`config.mk`:
```
export PLATFORM = sky130hd
export DESIGN_NAME = glyph_pixel_rasterizer_3x5_unit_flat
export DESIGN_NICKNAME = d
export VERILOG_FILES = /design/src/sv/gpr3x5_pkg.sv /design/src/sv/gpr3x5_ifs.sv /design/src/sv/gpr3x5_front.sv /design/src/sv/gpr3x5_fifo.sv /design/src/sv/gpr3x5_back.sv /design/src/sv/glyph_pixel_rasterizer_3x5_unit.sv /design/src/flat_wrapper.sv
export VERILOG_INCLUDE_DIRS = /design/src /design/src/sv
export SDC_FILE = /design/constraint.sdc
export NUM_CORES = 1
export LEC_CHECK = 0
export BUFFER_PORTS_ARGS = -buffer_cell sky130_fd_sc_hd__buf_2
export CAP_MARGIN = 10
export CORE_ASPECT_RATIO = 1.4
export CORE_MARGIN = 8
export CORE_UTILIZATION = 63
export CTS_CLUSTER_SIZE = 8
export DETAILED_ROUTE_END_ITERATION = 16
export PLACE_DENSITY = 0.85
export SETUP_SLACK_MARGIN = 0.1
export SYNTH_ARGS = -nofsm -noshare
export SYNTH_HDL_FRONTEND = slang
export SYNTH_SLANG_ARGS = --single-unit
```
`constraint.sdc`:
```
create_clock -name i_clk -period 7.4 [get_ports i_clk]
set_input_delay 0 -clock i_clk [delete_from_list [all_inputs] [get_ports i_clk]]
set_output_delay 0 -clock i_clk [all_outputs]
set_load 0.01 [all_outputs]
```
`src/sv/glyph_pixel_rasterizer_3x5_unit_macros.svh`:
```
// Assertion macros used by the rasterizer back end.
// Expects i_clk and i_rst_n in the scope of every use.
`ifndef GLYPH_PIXEL_RASTERIZER_3X5_UNIT_MACROS_SVH
`define GLYPH_PIXEL_RASTERIZER_3X5_UNIT_MACROS_SVH

// Checked only outside reset.
`define GPR_ASSERT(label, prop, msg) \
    label: assert property (@(posedge i_clk) disable iff (!i_rst_n) (prop)) else $error(msg);

// Checked at every edge, reset included.
`define GPR_ASSERT_ALWAYS(label, prop, msg) \
    label: assert property (@(posedge i_clk) (prop)) else $error(msg);

`endif

```
`src/sv/gpr3x5_pkg.sv`:
```
// Shared types, font ROM and cell helpers for the 3x5 glyph rasterizer.
// No dependencies.
package gpr3x5_pkg;

    localparam int GLYPH_W   = 3;
    localparam int GLYPH_H   = 5;
    localparam int CELLS     = GLYPH_W * GLYPH_H;
    localparam int GLYPHS    = 38;

    localparam logic [5:0] IDX_COLON = 6'd10;
    localparam logic [5:0] IDX_BANG  = 6'd11;
    localparam logic [5:0] IDX_ALPHA = 6'd12;

    localparam logic [7:0] CH_LOWER_A = 8'h61;
    localparam logic [7:0] CH_LOWER_Z = 8'h7a;
    localparam logic [7:0] CH_UPPER_A = 8'h41;
    localparam logic [7:0] CH_UPPER_Z = 8'h5a;
    localparam logic [7:0] CH_ZERO    = 8'h30;
    localparam logic [7:0] CH_NINE    = 8'h39;
    localparam logic [7:0] CH_BANG    = 8'h21;
    localparam logic [7:0] CH_COLON   = 8'h3a;
    localparam logic [7:0] CASE_FOLD  = 8'd32;

    localparam logic [1:0] SCALE_ONE = 2'd1;
    localparam logic [1:0] SCALE_TWO = 2'd2;

    typedef logic [5:0]       t_glyph_idx;
    typedef logic [CELLS-1:0] t_cell_mask;
    typedef logic [3:0]       t_cell_idx;

    // Job handed from the front to the back: lit cells, row-major, bit 0 = top left.
    typedef struct packed {
        t_cell_mask  mask;
        logic [15:0] ox;
        logic [15:0] oy;
        logic [7:0]  red;
        logic [7:0]  green;
        logic [7:0]  blue;
        logic        s2;
    } t_job;

    typedef struct packed {
        logic signed [15:0] pixel_x;
        logic signed [15:0] pixel_y;
        logic [7:0]         pixel_red;
        logic [7:0]         pixel_green;
        logic [7:0]         pixel_blue;
        logic               last_pixel;
    } t_pixel;

    // Row bits: bit 2 is the left column.
    localparam logic [2:0] GLYPH_ROM [GLYPHS][GLYPH_H] = '{
        '{3'd7, 3'd5, 3'd5, 3'd5, 3'd7}, '{3'd2, 3'd6, 3'd2, 3'd2, 3'd7},
        '{3'd7, 3'd1, 3'd7, 3'd4, 3'd7}, '{3'd7, 3'd1, 3'd7, 3'd1, 3'd7},
        '{3'd5, 3'd5, 3'd7, 3'd1, 3'd1}, '{3'd7, 3'd4, 3'd7, 3'd1, 3'd7},
        '{3'd7, 3'd4, 3'd7, 3'd5, 3'd7}, '{3'd7, 3'd1, 3'd2, 3'd2, 3'd2},
        '{3'd7, 3'd5, 3'd7, 3'd5, 3'd7}, '{3'd7, 3'd5, 3'd7, 3'd1, 3'd7},
        '{3'd0, 3'd2, 3'd0, 3'd2, 3'd0}, // colon
        '{3'd2, 3'd2, 3'd2, 3'd0, 3'd2}, // exclamation mark
        '{3'd7, 3'd5, 3'd7, 3'd5, 3'd5}, '{3'd6, 3'd5, 3'd6, 3'd5, 3'd6},
        '{3'd7, 3'd4, 3'd4, 3'd4, 3'd7}, '{3'd6, 3'd5, 3'd5, 3'd5, 3'd6},
        '{3'd7, 3'd4, 3'd7, 3'd4, 3'd7}, '{3'd7, 3'd4, 3'd7, 3'd4, 3'd4},
        '{3'd7, 3'd4, 3'd5, 3'd5, 3'd7}, '{3'd5, 3'd5, 3'd7, 3'd5, 3'd5},
        '{3'd7, 3'd2, 3'd2, 3'd2, 3'd7}, '{3'd1, 3'd1, 3'd1, 3'd5, 3'd7},
        '{3'd5, 3'd5, 3'd6, 3'd5, 3'd5}, '{3'd4, 3'd4, 3'd4, 3'd4, 3'd7},
        '{3'd7, 3'd7, 3'd5, 3'd5, 3'd5}, '{3'd7, 3'd5, 3'd5, 3'd5, 3'd5},
        '{3'd7, 3'd5, 3'd5, 3'd5, 3'd7}, '{3'd7, 3'd5, 3'd7, 3'd4, 3'd4},
        '{3'd7, 3'd5, 3'd5, 3'd7, 3'd1}, '{3'd7, 3'd5, 3'd6, 3'd5, 3'd5},
        '{3'd7, 3'd4, 3'd7, 3'd1, 3'd7}, '{3'd7, 3'd2, 3'd2, 3'd2, 3'd2},
        '{3'd5, 3'd5, 3'd5, 3'd5, 3'd7}, '{3'd5, 3'd5, 3'd5, 3'd5, 3'd2},
        '{3'd5, 3'd5, 3'd5, 3'd7, 3'd7}, '{3'd5, 3'd5, 3'd2, 3'd5, 3'd5},
        '{3'd5, 3'd5, 3'd7, 3'd2, 3'd2}, '{3'd7, 3'd1, 3'd2, 3'd4, 3'd7}
    };

    function automatic t_cell_mask glyph_mask(t_glyph_idx g);
        t_cell_mask m;
        logic [2:0] bits;
        m = '0;
        for (int r = 0; r < GLYPH_H; r++) begin
            bits = GLYPH_ROM[g][r];
            m[r*GLYPH_W]     = bits[2];
            m[r*GLYPH_W + 1] = bits[1];
            m[r*GLYPH_W + 2] = bits[0];
        end
        return m;
    endfunction

    function automatic logic [2:0] cell_row(t_cell_idx i);
        logic [2:0] r;
        unique case (i) inside
            [4'd0:4'd2]:   r = 3'd0;
            [4'd3:4'd5]:   r = 3'd1;
            [4'd6:4'd8]:   r = 3'd2;
            [4'd9:4'd11]:  r = 3'd3;
            [4'd12:4'd14]: r = 3'd4;
            default:       r = 3'd0;
        endcase
        return r;
    endfunction

    function automatic logic [1:0] cell_col(t_cell_idx i);
        logic [1:0] c;
        unique case (i) inside
            4'd0, 4'd3, 4'd6, 4'd9, 4'd12:  c = 2'd0;
            4'd1, 4'd4, 4'd7, 4'd10, 4'd13: c = 2'd1;
            default:                        c = 2'd2;
        endcase
        return c;
    endfunction

endpackage

```
`src/sv/gpr3x5_ifs.sv`:
```
// Valid/ready channel interfaces: character items in, pixel items out.
// Depends on nothing.
interface gpr3x5_in_if;
    logic               valid;
    logic               ready;
    logic [7:0]         char_code;
    logic signed [15:0] origin_x;
    logic signed [15:0] origin_y;
    logic [7:0]         red;
    logic [7:0]         green;
    logic [7:0]         blue;
    logic [1:0]         scale;

    modport source (output valid, char_code, origin_x, origin_y, red, green, blue, scale,
                    input ready);
    modport sink   (input valid, char_code, origin_x, origin_y, red, green, blue, scale,
                    output ready);
endinterface

interface gpr3x5_out_if;
    logic               valid;
    logic               ready;
    logic signed [15:0] pixel_x;
    logic signed [15:0] pixel_y;
    logic [7:0]         pixel_red;
    logic [7:0]         pixel_green;
    logic [7:0]         pixel_blue;
    logic               last_pixel;

    modport source (output valid, pixel_x, pixel_y, pixel_red, pixel_green, pixel_blue,
                    last_pixel, input ready);
    modport sink   (input valid, pixel_x, pixel_y, pixel_red, pixel_green, pixel_blue,
                    last_pixel, output ready);
endinterface

```
`src/sv/gpr3x5_front.sv`:
```
// Front end: accepts character items, folds case, picks the glyph, builds a job.
// Depends on gpr3x5_pkg and gpr3x5_in_if.
module gpr3x5_front (
    gpr3x5_in_if.sink         i_char,
    input  logic              i_q_full,
    output logic              o_push,
    output gpr3x5_pkg::t_job  o_job
);

    logic [7:0]             code;
    logic                   scale_ok;
    logic                   is_one;
    logic                   drawable;
    gpr3x5_pkg::t_glyph_idx glyph;

    always_comb begin
        code     = i_char.char_code;
        scale_ok = (i_char.scale == gpr3x5_pkg::SCALE_ONE) ||
                   (i_char.scale == gpr3x5_pkg::SCALE_TWO);
        is_one   = (i_char.scale == gpr3x5_pkg::SCALE_ONE);
        if (code >= gpr3x5_pkg::CH_LOWER_A && code <= gpr3x5_pkg::CH_LOWER_Z) begin
            code = code - gpr3x5_pkg::CASE_FOLD;
        end
        drawable = scale_ok;
        glyph    = '0;
        if (code >= gpr3x5_pkg::CH_UPPER_A && code <= gpr3x5_pkg::CH_UPPER_Z) begin
            glyph = gpr3x5_pkg::IDX_ALPHA + 6'(code - gpr3x5_pkg::CH_UPPER_A);
        end else if (code >= gpr3x5_pkg::CH_ZERO && code <= gpr3x5_pkg::CH_NINE) begin
            glyph = 6'(code - gpr3x5_pkg::CH_ZERO);
        end else if (is_one && code == gpr3x5_pkg::CH_BANG) begin
            glyph = gpr3x5_pkg::IDX_BANG;
        end else if (is_one && code == gpr3x5_pkg::CH_COLON) begin
            glyph = gpr3x5_pkg::IDX_COLON;
        end else begin
            drawable = 1'b0;
        end
    end

    // Undrawable items are taken and dropped here; they never reach the queue.
    assign i_char.ready = !i_q_full;
    assign o_push       = i_char.valid && !i_q_full && drawable;

    always_comb begin
        o_job.mask  = gpr3x5_pkg::glyph_mask(glyph);
        o_job.ox    = i_char.origin_x;
        o_job.oy    = i_char.origin_y;
        o_job.red   = i_char.red;
        o_job.green = i_char.green;
        o_job.blue  = i_char.blue;
        o_job.s2    = !is_one;
    end

endmodule

```
`src/sv/gpr3x5_fifo.sv`:
```
// Two-entry job queue between front and back.
// Depends on gpr3x5_pkg.
module gpr3x5_fifo (
    input  logic              i_clk,
    input  logic              i_rst_n,
    input  logic              i_push,
    input  gpr3x5_pkg::t_job  i_push_data,
    output logic              o_full,
    input  logic              i_pop,
    output gpr3x5_pkg::t_job  o_pop_data,
    output logic              o_empty
);

    gpr3x5_pkg::t_job r_mem [2];
    logic             r_wr_ptr, n_wr_ptr;
    logic             r_rd_ptr, n_rd_ptr;
    logic [1:0]       r_count, n_count;

    assign o_full     = (r_count == 2'd2);
    assign o_empty    = (r_count == 2'd0);
    assign o_pop_data = r_mem[r_rd_ptr];

    always_comb begin
        n_wr_ptr = r_wr_ptr ^ i_push;
        n_rd_ptr = r_rd_ptr ^ i_pop;
        n_count  = r_count + 2'(i_push) - 2'(i_pop);
    end

    always_ff @(posedge i_clk) begin
        if (!i_rst_n) begin
            r_wr_ptr <= 1'b0;
            r_rd_ptr <= 1'b0;
            r_count  <= 2'd0;
        end else begin
            r_wr_ptr <= n_wr_ptr;
            r_rd_ptr <= n_rd_ptr;
            r_count  <= n_count;
        end
    end

    always_ff @(posedge i_clk) begin
        if (i_push) begin
            r_mem[r_wr_ptr] <= i_push_data;
        end
    end

endmodule

```
`src/sv/gpr3x5_back.sv`:
```
// Back end: walks lit cells, one pixel a cycle to the output register unless stalled.
// Depends on gpr3x5_pkg, gpr3x5_out_if and the assertion macros.
`include "glyph_pixel_rasterizer_3x5_unit_macros.svh"

module gpr3x5_back (
    input  logic              i_clk,
    input  logic              i_rst_n,
    input  logic              i_q_empty,
    input  gpr3x5_pkg::t_job  i_job,
    output logic              o_pop,
    gpr3x5_out_if.source      o_pixel
);

    logic                   r_busy, n_busy;
    gpr3x5_pkg::t_cell_mask r_mask, n_mask;
    logic [15:0]            r_ox, n_ox;
    logic [15:0]            r_oy, n_oy;
    logic [7:0]             r_red, n_red;
    logic [7:0]             r_green, n_green;
    logic [7:0]             r_blue, n_blue;
    logic                   r_s2, n_s2;
    logic                   r_sx, n_sx;
    logic                   r_sy, n_sy;
    logic                   r_out_valid, n_out_valid;
    gpr3x5_pkg::t_pixel     r_out, n_out;

    gpr3x5_pkg::t_cell_idx  cur_cell;
    logic [2:0]             row;
    logic [1:0]             col;
    logic [2:0]             col_sc;
    logic [3:0]             row_sc;
    logic                   block_done;
    gpr3x5_pkg::t_cell_mask mask_next;
    logic                   advance;

    // Lowest lit cell is the next one in row-major order.
    always_comb begin
        cur_cell = '0;
        for (int i = gpr3x5_pkg::CELLS - 1; i >= 0; i--) begin
            if (r_mask[i]) begin
                cur_cell = 4'(i);
            end
        end
        row        = gpr3x5_pkg::cell_row(cur_cell);
        col        = gpr3x5_pkg::cell_col(cur_cell);
        col_sc     = r_s2 ? {col, 1'b0} : {1'b0, col};
        row_sc     = r_s2 ? {row, 1'b0} : {1'b0, row};
        block_done = !r_s2 || (r_sx && r_sy);
        mask_next  = block_done ? (r_mask & (r_mask - gpr3x5_pkg::t_cell_mask'(1))) : r_mask;
        advance    = r_busy && (!r_out_valid || o_pixel.ready);
        o_pop      = !r_busy && !i_q_empty;
    end

    always_comb begin
        n_busy      = r_busy;
        n_mask      = r_mask;
        n_ox        = r_ox;
        n_oy        = r_oy;
        n_red       = r_red;
        n_green     = r_green;
        n_blue      = r_blue;
        n_s2        = r_s2;
        n_sx        = r_sx;
        n_sy        = r_sy;
        n_out       = r_out;
        n_out_valid = r_out_valid && !o_pixel.ready;
        if (o_pop) begin
            n_busy  = 1'b1;
            n_mask  = i_job.mask;
            n_ox    = i_job.ox;
            n_oy    = i_job.oy;
            n_red   = i_job.red;
            n_green = i_job.green;
            n_blue  = i_job.blue;
            n_s2    = i_job.s2;
            n_sx    = 1'b0;
            n_sy    = 1'b0;
        end else if (advance) begin
            n_out_valid       = 1'b1;
            n_out.pixel_x     = r_ox + 16'(col_sc) + 16'(r_sx);
            n_out.pixel_y     = r_oy + 16'(row_sc) + 16'(r_sy);
            n_out.pixel_red   = r_red;
            n_out.pixel_green = r_green;
            n_out.pixel_blue  = r_blue;
            n_out.last_pixel  = (mask_next == '0);
            n_mask            = mask_next;
            n_busy            = (mask_next != '0);
            if (r_s2) begin
                n_sx = !r_sx;
                n_sy = r_sy ^ r_sx;
            end
        end
    end

    always_ff @(posedge i_clk) begin
        if (!i_rst_n) begin
            r_busy      <= 1'b0;
            r_out_valid <= 1'b0;
            r_sx        <= 1'b0;
            r_sy        <= 1'b0;
        end else begin
            r_busy      <= n_busy;
            r_out_valid <= n_out_valid;
            r_sx        <= n_sx;
            r_sy        <= n_sy;
        end
    end

    always_ff @(posedge i_clk) begin
        r_mask  <= n_mask;
        r_ox    <= n_ox;
        r_oy    <= n_oy;
        r_red   <= n_red;
        r_green <= n_green;
        r_blue  <= n_blue;
        r_s2    <= n_s2;
        r_out   <= n_out;
    end

    assign o_pixel.valid       = r_out_valid;
    assign o_pixel.pixel_x     = r_out.pixel_x;
    assign o_pixel.pixel_y     = r_out.pixel_y;
    assign o_pixel.pixel_red   = r_out.pixel_red;
    assign o_pixel.pixel_green = r_out.pixel_green;
    assign o_pixel.pixel_blue  = r_out.pixel_blue;
    assign o_pixel.last_pixel  = r_out.last_pixel;

    `GPR_ASSERT(a_busy_has_cells, r_busy |-> (r_mask != '0), "busy with no lit cells left")
    `GPR_ASSERT(a_scale1_no_sub, (r_busy && !r_s2) |-> (!r_sx && !r_sy), "sub-offset at scale 1")
    `GPR_ASSERT(a_queued_job_drawable, !i_q_empty |-> (i_job.mask != '0), "empty glyph queued")

endmodule

```
`src/sv/glyph_pixel_rasterizer_3x5_unit.sv`:
```
// Top level of the 3x5 bitmap font rasterizer: front, job queue and pixel back end.
// Depends on gpr3x5_pkg, gpr3x5_ifs, gpr3x5_front, gpr3x5_fifo and gpr3x5_back.

// Takes one character item (code, origin, color, scale) and writes one pixel item for
// every lit cell of its 3x5 glyph, each cell as a scale-by-scale block, row-major, with
// last_pixel set on the final write. Letters (either case) and digits draw at scale 1
// or 2; '!' and ':' draw at scale 1 only; every other code, and scale 0 or 3, is
// taken and writes nothing. Coordinates wrap at 16 bits.
// Timing: the front classifies and queues an item in the cycle it is accepted; the
// back loads a job, then writes its pixels from the single output register, one
// pixel a cycle while the pixel side takes them. Undrawable items take no back end
// time. The two-entry queue lets the input keep accepting while pixels drain.
// Output is held in a register; a stall on the pixel side never drops or repeats an item.
module glyph_pixel_rasterizer_3x5_unit (
    input  logic          i_clk,
    input  logic          i_rst_n,
    gpr3x5_in_if.sink     i_char,
    gpr3x5_out_if.source  o_pixel
);

    // front -> queue
    logic             push;
    logic             q_full;
    gpr3x5_pkg::t_job push_job;

    // queue -> back
    logic             pop;
    logic             q_empty;
    gpr3x5_pkg::t_job head_job;

    gpr3x5_front u_front (
        .i_char   (i_char),
        .i_q_full (q_full),
        .o_push   (push),
        .o_job    (push_job)
    );

    gpr3x5_fifo u_fifo (
        .i_clk       (i_clk),
        .i_rst_n     (i_rst_n),
        .i_push      (push),
        .i_push_data (push_job),
        .o_full      (q_full),
        .i_pop       (pop),
        .o_pop_data  (head_job),
        .o_empty     (q_empty)
    );

    gpr3x5_back u_back (
        .i_clk     (i_clk),
        .i_rst_n   (i_rst_n),
        .i_q_empty (q_empty),
        .i_job     (head_job),
        .o_pop     (pop),
        .o_pixel   (o_pixel)
    );

endmodule

```
`src/flat_wrapper.sv`:
```
// flat-port wrapper written by rule: the top's interface ports become plain ports
module glyph_pixel_rasterizer_3x5_unit_flat 
  (i_clk, i_rst_n, i_char_valid, i_char_char_code, i_char_origin_x, i_char_origin_y, i_char_red, i_char_green, i_char_blue, i_char_scale, i_char_ready, o_pixel_valid, o_pixel_pixel_x, o_pixel_pixel_y, o_pixel_pixel_red, o_pixel_pixel_green, o_pixel_pixel_blue, o_pixel_last_pixel, o_pixel_ready);
  gpr3x5_in_if i_char_i ();
  gpr3x5_out_if o_pixel_i ();
  input  logic i_clk;
  input  logic i_rst_n;
  input wire logic [$bits(i_char_i.valid)-1:0] i_char_valid;
  input wire logic [$bits(i_char_i.char_code)-1:0] i_char_char_code;
  input wire logic [$bits(i_char_i.origin_x)-1:0] i_char_origin_x;
  input wire logic [$bits(i_char_i.origin_y)-1:0] i_char_origin_y;
  input wire logic [$bits(i_char_i.red)-1:0] i_char_red;
  input wire logic [$bits(i_char_i.green)-1:0] i_char_green;
  input wire logic [$bits(i_char_i.blue)-1:0] i_char_blue;
  input wire logic [$bits(i_char_i.scale)-1:0] i_char_scale;
  output wire logic [$bits(i_char_i.ready)-1:0] i_char_ready;
  output wire logic [$bits(o_pixel_i.valid)-1:0] o_pixel_valid;
  output wire logic [$bits(o_pixel_i.pixel_x)-1:0] o_pixel_pixel_x;
  output wire logic [$bits(o_pixel_i.pixel_y)-1:0] o_pixel_pixel_y;
  output wire logic [$bits(o_pixel_i.pixel_red)-1:0] o_pixel_pixel_red;
  output wire logic [$bits(o_pixel_i.pixel_green)-1:0] o_pixel_pixel_green;
  output wire logic [$bits(o_pixel_i.pixel_blue)-1:0] o_pixel_pixel_blue;
  output wire logic [$bits(o_pixel_i.last_pixel)-1:0] o_pixel_last_pixel;
  input wire logic [$bits(o_pixel_i.ready)-1:0] o_pixel_ready;
  assign i_char_i.valid = i_char_valid;
  assign i_char_i.char_code = i_char_char_code;
  assign i_char_i.origin_x = i_char_origin_x;
  assign i_char_i.origin_y = i_char_origin_y;
  assign i_char_i.red = i_char_red;
  assign i_char_i.green = i_char_green;
  assign i_char_i.blue = i_char_blue;
  assign i_char_i.scale = i_char_scale;
  assign i_char_ready = i_char_i.ready;
  assign o_pixel_valid = o_pixel_i.valid;
  assign o_pixel_pixel_x = o_pixel_i.pixel_x;
  assign o_pixel_pixel_y = o_pixel_i.pixel_y;
  assign o_pixel_pixel_red = o_pixel_i.pixel_red;
  assign o_pixel_pixel_green = o_pixel_i.pixel_green;
  assign o_pixel_pixel_blue = o_pixel_i.pixel_blue;
  assign o_pixel_last_pixel = o_pixel_i.last_pixel;
  assign o_pixel_i.ready = o_pixel_ready;
  glyph_pixel_rasterizer_3x5_unit u_core (.i_clk(i_clk), .i_rst_n(i_rst_n), .i_char(i_char_i), .o_pixel(o_pixel_i));
endmodule
```
==> results.md, run 1 <==
* GR Util All Layers at 22.3%
* Nets at 1,145
* DIE AREA at 0.0244 mm2
* Post-synthesis cell type count at 80
* Tightest slew margin relative to the limit at 27.0%
* Post-route clock period utilization at 61.3%
* Row count at 60
* Achievable frequency at 220 MHz
* Post-synthesis cell type with the largest combined area: sky130_fd_sc_hd__edfxtp_1
* CTS Sinks at 282
* WL final at 27,600 um
* Ys Warns at 0
* Number of routed nets with antenna violations at 0
* Clock Latency Late Sink at 500 ps
* Post-layout utilization of the core at 77.6%
* Required time of the critical path at 7640 ps
* Number of violations of the max-capacitance limit at 0
* Max Clock Skew at 18.9 ps
* Post-route worst setup slack at 2860 ps
* Number of hold violations in the final report at 0
* Post-CTS resize count at 0
* Count of port buffers added during placement at 128
* First-iteration detailed-routing DRC count at 700
* CTS tree: yes
* Worst-path fanout max at 8
* Vias per Instance at 6.09
* Number of flip-flops and latches in the synthesized netlist at 282
* Clock root cell: sky130_fd_sc_hd__clkbuf_16
* Part of the total power dissipated in sequential elements at 46.2%
* Total via count in the routed design at 7,915
* Count of flip-flops with a built-in enable after synthesis at 273
* Top_reg_cell synth: sky130_fd_sc_hd__edfxtp_1
* Internal power at 3.67 mW
* Proportion of synthesized flip-flops having asynchronous set or reset at 0%
* Sequential cell area fraction in the yosys report at 67.8%
* Combinational Power Share at 23.2%
* Routability-driven placement congestion ratio at 0.908
* Shortest clock period the worst path allows after layout at 4540 ps
* Detailed-router iteration count before antenna repair at 5
* Pin slew with the least headroom to its limit at 1100 ps
* Cell area after technology mapping at 0.0124 mm2
* Antenna fix cells at 0
* Worst setup slack after placement at 2980 ps
* IO Pins at 129
* Post-layout power at 5.24 mW
* Synth Instances at 841
* Pin count of the biggest net entering global routing at 73
* Post-CTS clock slew at the launch and capture registers of the worst setup and hold paths at 50 ps
* Avg Synthesized Cell Area at 14.7 um2
* Data arrival time at the worst-slack endpoint at 4780 ps
* Area growth from synthesis to final layout at 20.7%
* CP endpoint kind: register
* Status: finished clean
* Post-placement cell area at 0.0132 mm2
* Post-Syn Nets at 942
* Maximum buffer depth of the clock tree at 3
* Area contributors post-synth: sky130_fd_sc_hd__edfxtp_1 66%, sky130_fd_sc_hd__mux2_2 5.4%, sky130_fd_sc_hd__ha_1 2.7%, sky130_fd_sc_hd__mux2i_1 1.9%, sky130_fd_sc_hd__xnor2_1 1.8%
* Vertical die dimension at 182 um
* Core footprint at 0.0192 mm2
* Count of buffers added by post-CTS timing repair for setup at 0
* Count of endpoints failing setup in the final report at 0
* Detail-routed net length per standard cell at 21.2 um
* Max VDD drop at 0.000298 V
* Half-perimeter wire length after detailed placement at 16,300 um
* Drc violations at 0
* Remaining global-route overflow at 0
* CP Class: reg2reg
* CTS hold repair buffers at 60
* Setup repair after global routing missed its margin: false
* Max-slew violation count at 0
* Horiz. Die Dim at 134 um
* Element type at the critical path start: register
* Number of global-route vias before repair at 8,150
* Fraction of final layout cells sized beyond drive strength 1 at 24.8%
* Combined flip-flop and latch cell area at 0.00838 mm2
* Net Sw Power at 1.57 mW
* HP Class: in2reg
* Fillers at 1,086
* Power density over cell area at 351 mW/mm2
* First-pass GRT wire length at 43,300 um
* Hold_ws at 9.34 ps
* Total Neg Setup Slack at 0 ps
* Leakage power figure at 5.36 nW
* Number of cells in the finished layout apart from fillers at 1,299
* Number of buffers added by the clock tree synthesis step at 41
* Antenna violations before repair at 0
* Area share of the leading cell type in the synthesized netlist at 66.3%
* Fraction of power spent switching nets at 29.9%
* Area of combinational cells with multiple inputs at 0.00374 mm2
* H-tree levels at 2
* Fraction of power consumed by the clock network at 30.5%
* Initial Utilization at 64.3%
* Total non-filler cell area in the finished layout at 0.0149 mm2
* Total instance count after detailed placement at 1,189
==> flip-flops by register name, indices dropped and copies added, names as in the netlist, named ones only <==
signal and count:
u_core.u_back.o_pixel.valid 1, u_core.u_back.o_pixel.last_pixel 1, u_core.u_fifo.r_wr_ptr 1, u_core.u_back.o_pixel.pixel_red 8
u_core.u_fifo.r_rd_ptr 1, u_core.u_back.r_sy 1, u_core.u_back.o_pixel.pixel_x 16, u_core.u_back.r_red 8
u_core.u_back.r_mask 15, u_core.u_back.r_green 8, u_core.u_back.o_pixel.pixel_green 8, u_core.u_back.r_oy 16
u_core.u_back.r_busy 1, u_core.u_back.r_blue 8, u_core.u_back.r_s2 1, u_core.u_back.r_ox 16
u_core.u_fifo.r_mem 144, u_core.u_fifo.r_count 2, u_core.u_back.o_pixel.pixel_y 16, u_core.u_back.o_pixel.pixel_blue 8
u_core.u_back.r_sx 1
==> critical path: stages (launching register included) <==
cell and delay (ps):
sky130_fd_sc_hd__edfxtp_1 490, sky130_fd_sc_hd__nor4_1 750, sky130_fd_sc_hd__o21ai_0 290, sky130_fd_sc_hd__and2_0 330, sky130_fd_sc_hd__nor2_1 270, sky130_fd_sc_hd__o311a_1 220, sky130_fd_sc_hd__nor2_1 70, sky130_fd_sc_hd__mux2i_1 170
sky130_fd_sc_hd__ha_1 260, sky130_fd_sc_hd__a21o_1 180, sky130_fd_sc_hd__a21oi_1 250, sky130_fd_sc_hd__nor2b_1 100, sky130_fd_sc_hd__o21ai_0 470, sky130_fd_sc_hd__nor2_1 190, sky130_fd_sc_hd__nand4_1 160, sky130_fd_sc_hd__xnor2_1 70
==> placed cells by master, fill, tap and decap left out, types with 21 or more instances in the layout <==
| cell type | instances |
|---|---|
| sky130_fd_sc_hd__dlygate4sd3_1 | 60 |
| sky130_fd_sc_hd__ha_1 | 25 |
| sky130_fd_sc_hd__nor2_1 | 40 |
| sky130_fd_sc_hd__edfxtp_1 | 273 |
| sky130_fd_sc_hd__mux2i_1 | 24 |
| sky130_fd_sc_hd__a21oi_1 | 28 |
| sky130_fd_sc_hd__buf_2 | 128 |
| sky130_fd_sc_hd__inv_1 | 29 |
| sky130_fd_sc_hd__nand2_1 | 46 |
| sky130_fd_sc_hd__mux2_2 | 59 |
| sky130_fd_sc_hd__clkbuf_16 | 41 |
| sky130_fd_sc_hd__o21ai_0 | 30 |
| sky130_fd_sc_hd__nand3_1 | 21 |
| sky130_fd_sc_hd__xnor2_1 | 25 |
==> routing by layer <==
layer / vias up / GRT usage [%] / wire length [um] / share of wire, %
met1: 3861 / 23.9 / 9740 / 35
met3: 64 / 3.15 / 1560 / 5.7
li1: 3630 / - / - / -
met5: - / 0 / 0 / 0
met4: 0 / 7.75 / 764 / 2.8
met2: 360 / 42.9 / 15500 / 56
==> worst paths after layout <==
check	start	endpoint	slack, ps	cells past startpoint
worst min register to register	u_core.u_back.r_green[1]$_DFFE_PP_	u_core.u_back.o_pixel.pixel_green[1]$_DFFE_PP_	410	0
worst max-delay path	u_core.u_back.r_mask[5]$_DFFE_PP_	u_core.u_back.o_pixel.pixel_y[13]$_DFFE_PP_	2860	15
worst max register to register	u_core.u_back.r_mask[5]$_DFFE_PP_	u_core.u_back.o_pixel.pixel_y[13]$_DFFE_PP_	2860	15
worst min-delay path	i_char_scale[1]	u_core.u_fifo.r_mem[1][0]$_DFFE_PP_	9	4
==> cell type report <==
cell class                 instances  area share [%]
tap                              248            2.08
clock buffer                      47            7.03
multi-input combinational        493            25.1
timing repair buffer             194            8.62
inverter                          32           0.805
clock inverter                     3           0.176
sequential                       282            56.2
==> synthesized netlist by cell type (4+ instances only) <==
master,n
sky130_fd_sc_hd__mux2i_1,24
sky130_fd_sc_hd__nor2b_1,5
sky130_fd_sc_hd__buf_2,4
sky130_fd_sc_hd__or2_2,4
sky130_fd_sc_hd__nor2_1,40
sky130_fd_sc_hd__edfxtp_1,273
sky130_fd_sc_hd__nand2b_1,10
sky130_fd_sc_hd__o22ai_1,7
sky130_fd_sc_hd__a31oi_1,5
sky130_fd_sc_hd__mux2_2,59
sky130_fd_sc_hd__and3_1,8
sky130_fd_sc_hd__dfxtp_1,9
sky130_fd_sc_hd__inv_1,30
sky130_fd_sc_hd__a21oi_1,28
sky130_fd_sc_hd__o211ai_1,10
sky130_fd_sc_hd__xnor2_1,25
sky130_fd_sc_hd__or3_1,4
sky130_fd_sc_hd__o21bai_1,4
sky130_fd_sc_hd__nand4_1,4
sky130_fd_sc_hd__o21ai_0,31
sky130_fd_sc_hd__nand2_1,46
sky130_fd_sc_hd__xor2_1,8
sky130_fd_sc_hd__nor3_1,8
sky130_fd_sc_hd__clkbuf_1,25
sky130_fd_sc_hd__ha_1,27
sky130_fd_sc_hd__a211oi_1,15
sky130_fd_sc_hd__nand3_1,21
sky130_fd_sc_hd__a21o_1,8
sky130_fd_sc_hd__nor4_1,5
sky130_fd_sc_hd__and2_1,10
sky130_fd_sc_hd__o31ai_1,8
sky130_fd_sc_hd__fa_1,4
==> power groups by stage <==
stage / Sequential, mW / Combinational (mW) / Clock (mW)
2_1_floorplan: 2.38 / 0.812 / 0
6_report: 2.42 / 1.22 / 1.60
3_3_place_gp: 2.41 / 1.11 / 0
3_5_place_dp: 2.43 / 1.15 / 0
5_1_grt: 2.45 / 1.32 / 1.67
4_1_cts: 2.40 / 1.20 / 1.59
==> cells by family (layout without fill, tap and decap cells) <==
group / Yosys count / after routing / synth area share (%)
muxes: 83 / 83 / 7.32
AOI/OAI and AO/OA: 158 / 158 / 9.06
DFF: 282 / 282 / 67.8
xor gates and xnor gates: 33 / 33 / 2.34
adders and majority gates: 33 / 33 / 3.54
and+or+nand+nor: 186 / 186 / 7.82
buffers and inverters: 66 / 276 / 2.14
Power figures use the tool's default switching activity.
==> run 2: changes to the inputs <==
--- a/config.mk
+++ b/config.mk
@@ -10,10 +10,10 @@
 export CAP_MARGIN = 10
 export CORE_ASPECT_RATIO = 1.4
 export CORE_MARGIN = 8
-export CORE_UTILIZATION = 63
+export CORE_UTILIZATION = 53
 export CTS_CLUSTER_SIZE = 8
 export DETAILED_ROUTE_END_ITERATION = 16
-export PLACE_DENSITY = 0.85
+export PLACE_DENSITY = 0.76
 export SETUP_SLACK_MARGIN = 0.1
 export SYNTH_ARGS = -nofsm -noshare
 export SYNTH_HDL_FRONTEND = slang
==> constraint.sdc (replaced) <==
create_clock -name i_clk -period 3.6 [get_ports i_clk]
set_input_delay 0 -clock i_clk [delete_from_list [all_inputs] [get_ports i_clk]]
set_output_delay 0 -clock i_clk [all_outputs]
set_load 0.01 [all_outputs]
==> run 2 against run 1 <==
  * The flow now finishes with violations (negative setup slack)
  * Design area is 9.2% higher
  * Critical path depth is 1 higher
  * Clock-buffer cell count is 10 higher
  * Register-to-register slack worse by 2900 ps
  * Wire length is 0.34% lower
  * Combinational power grew to 2.7 times the previous value
  * Maximum frequency is 25% higher
  * First-iteration DRC count is 38% lower
  * Total power is 120% higher
  * Worst hold slack worse by 7.6 ps
  * Non-clock buffer count is 109 higher
==> results.md, run 2 (synthesized netlist as in run 1, its figures left out) <==
* Clock Latency Late Sink at 500 ps (about the same)
* Antenna fix cells at 0 (unchanged)
* CTS tree: yes
* Maximum buffer depth of the clock tree at 3 (unchanged)
* Max Clock Skew at 23.7 ps (+4.81 ps)
* Nets at 1,254 (+9.5%)
* Fillers at 1,390 (+28%)
* Shortest clock period the worst path allows after layout at 3620 ps (-922 ps)
* Total Neg Setup Slack at -17.4 ps (-17.4 ps)
* H-tree levels at 2 (unchanged)
* Number of flip-flops in the largest register at 144 (unchanged)
* CP Class: reg2reg
* Internal power at 8.19 mW (+120%)
* Most common cell after layout, fill and taps aside: sky130_fd_sc_hd__edfxtp_1
* Remaining global-route overflow at 0 (unchanged)
* Reg2Reg Depth at 16 (+1)
* Fraction of power consumed by the clock network at 29.1% (-1.4 points)
* First-iteration detailed-routing DRC count at 437 (-38%)
* Pin slew with the least headroom to its limit at 896 ps (-199 ps)
* Fraction of power spent switching nets at 29.4% (-0.47 points)
* GR Util All Layers at 18.7% (-3.6 points)
* Launching point of the worst reg2reg path: u_core.u_back.r_mask[13]$_DFFE_PP_
* Most frequent cells in the layout: 273 x sky130_fd_sc_hd__edfxtp_1, 128 x sky130_fd_sc_hd__buf_2, 104 x sky130_fd_sc_hd__buf_4, 59 x sky130_fd_sc_hd__mux2_2, 59 x sky130_fd_sc_hd__dlygate4sd3_1
* Worst hold path cell count at 3 (-1)
* Vias per Instance at 5.49 (-9.9%)
* Data arrival time at the worst-slack endpoint at 3860 ps (-920 ps)
* Net Sw Power at 3.42 mW (+120%)
* Post-CTS clock slew at the launch and capture registers of the worst setup and hold paths at 50 ps (about the same)
* Total instance count after detailed placement at 1,330 (+12%)
* Setup repair after global routing missed its margin: true
* Part of the total power dissipated in sequential elements at 42.5% (-3.7 points)
* Core footprint at 0.0230 mm2 (+20%)
* Count of endpoints failing setup in the final report at 1 (+1)
* Detail-routed net length per standard cell at 18.6 um (-12%)
* Row count at 66 (+10%)
* Worst flop-to-flop path endpoint: u_core.u_back.o_pixel.pixel_x[12]$_DFFE_PP_
* Element type at the critical path start: register
* Vertical die dimension at 197 um (+8.2%)
* Launching element of the worst setup path: u_core.u_back.r_mask[13]$_DFFE_PP_
* Tightest slew margin relative to the limit at 40.3% (+13 points)
* Achievable frequency at 276 MHz (+25%)
* Violations in the final reports: negative setup slack
* Reg2reg setup slack at -20 ps (-2880 ps)
* Power density over cell area at 712 mW/mm2 (+100%)
* Routability-driven placement congestion ratio at 0.919 (+1.3%)
* Combinational Power Share at 28.4% (+5.2 points)
* Number of global-route vias before repair at 8,547 (+4.9%)
* HP Class: in2reg
* Number of buffers added by the clock tree synthesis step at 41 (unchanged)
* Number of hold violations in the final report at 0 (unchanged)
* Required time of the critical path at 3840 ps (-3800 ps)
* Max-slew violation count at 0 (unchanged)
* First-pass GRT wire length at 43,300 um (about the same)
* Leakage power figure at 6.07 nW (+13%)
* WL final at 27,500 um (-0.34%)
* Half-perimeter wire length after detailed placement at 17,300 um (+6.2%)
* Initial Utilization at 53.6% (-11 points)
* Number of cells in the finished layout apart from fillers at 1,475 (+14%)
* Total via count in the routed design at 8,100 (+2.3%)
* Antenna violations before repair at 0 (unchanged)
* Area growth from synthesis to final layout at 31.8%
* Number of violations of the max-capacitance limit at 0 (unchanged)
* Drc violations at 0 (unchanged)
* Count of port buffers added during placement at 128 (unchanged)
* Max VDD drop at 0.000413 V (+39%)
* CP endpoint kind: register
* Worst-path fanout max at 4 (-4)
* Status: finished, violations left
* Fraction of final layout cells sized beyond drive strength 1 at 36.4% (+12 points)
* Post-route worst setup slack at -17.4 ps (-2880 ps)
* Most flops, register: u_core.u_fifo.r_mem
* DIE AREA at 0.0285 mm2 (+17%)
* Detailed-router iteration count before antenna repair at 5 (unchanged)
* Horiz. Die Dim at 145 um (+8.0%)
* Post-route clock period utilization at 100% (+39 points)
* CTS Sinks at 282 (unchanged)
* Post-layout utilization of the core at 70.7% (-6.9 points)
* Pin count of the biggest net entering global routing at 60 (-18%)
* Number of routed nets with antenna violations at 0 (unchanged)
* Last element of the critical path: u_core.u_back.o_pixel.pixel_x[12]$_DFFE_PP_
* IO Pins at 129 (unchanged)
* Clock root cell: sky130_fd_sc_hd__clkbuf_16
[run 2: changes by cell type in the layout (fill, tap and decap cells not counted), sizes merged]
cell         change
buf            +110
clkbuf          +10
dlygate4sd3      -1
inv              -1
[run 2: final cells by class]
class                      instances  area (um2)  area share (%)
multi-input combinational        493        4070            25.0
timing repair buffer             303        2190            13.4
tap                              306         383            2.35
sequential                       282        8380            51.4
clock inverter                     2        17.5           0.108
clock buffer                      57        1130            6.93
inverter                          32         120           0.737
[run 2: repair_timing]
item / 4_1_cts / 5_1_grt
buffers inserted: 20 / 7
gates resized for setup: 44 / 27
hold buffers: 59 / 0
endpoints found under the setup margin: 22 / 49
pin swaps: 30 / 22
hold endpoints to repair: 121 / 0
[run 2: how the worst min path moves through the flow]
stage                        start                                   end  slack [ps]
2_1_floorplan      i_char_green[1]  u_core.u_fifo.r_mem[0][10]$_DFFE_PP_         100
3_3_place_gp   i_char_origin_x[15]  u_core.u_fifo.r_mem[0][56]$_DFFE_PP_         190
3_5_place_dp       i_char_green[1]  u_core.u_fifo.r_mem[1][10]$_DFFE_PP_         190
4_1_cts            i_char_scale[0]   u_core.u_fifo.r_mem[0][0]$_DFFE_PP_           7
5_1_grt            i_char_scale[0]   u_core.u_fifo.r_mem[0][0]$_DFFE_PP_          20
6_report           i_char_scale[0]   u_core.u_fifo.r_mem[0][0]$_DFFE_PP_           2
[run 2: worst max-delay path, cell delays in order (launching register included)]
cell and delay (ps):
sky130_fd_sc_hd__edfxtp_1 460, sky130_fd_sc_hd__nor3b_4 250, sky130_fd_sc_hd__o31ai_2 80, sky130_fd_sc_hd__a211oi_2 240, sky130_fd_sc_hd__buf_4 180, sky130_fd_sc_hd__buf_6 100
sky130_fd_sc_hd__and2_1 110, sky130_fd_sc_hd__mux2i_1 60, sky130_fd_sc_hd__a32oi_1 230, sky130_fd_sc_hd__o32ai_2 140, sky130_fd_sc_hd__fa_2 400, sky130_fd_sc_hd__fa_2 380
sky130_fd_sc_hd__a21o_1 200, sky130_fd_sc_hd__and4_4 160, sky130_fd_sc_hd__and2_4 200, sky130_fd_sc_hd__nand2_4 80, sky130_fd_sc_hd__xnor2_2 80
[run 2: power by group through the flow]
stage               combinational [mW]  clock [mW]  sequential (mW)
floorplan                         1.71           0             4.90
global placement                  2.61           0             4.92
detailed placement                2.68           0             4.95
CTS                               3.10        3.43             4.90
global route                      3.57        3.56             4.99
finish                            3.30        3.38             4.93
[run 2: metal layers]
layer	share of wire (%)	vias up	global-route usage [%]
met5	0	-	0
met4	2.7	0	7.39
met3	4.1	63	3.01
met2	57	232	38.0
met1	36	3954	18.2
li1	-	3851	-
[run 2: per-stage QoR]
stage	setup WS [ps]	hold WS [ps]	cell area, um2	power, mW
2_1_floorplan	89.9	98.9	12400	6.60
3_3_place_gp	-63.3	188	14000	7.53
3_5_place_dp	-183	191	14000	7.63
4_1_cts	22.5	7.08	16100	11.4
5_1_grt	-110	24.0	16300	12.1
6_report	-17.4	1.75	16300	11.6
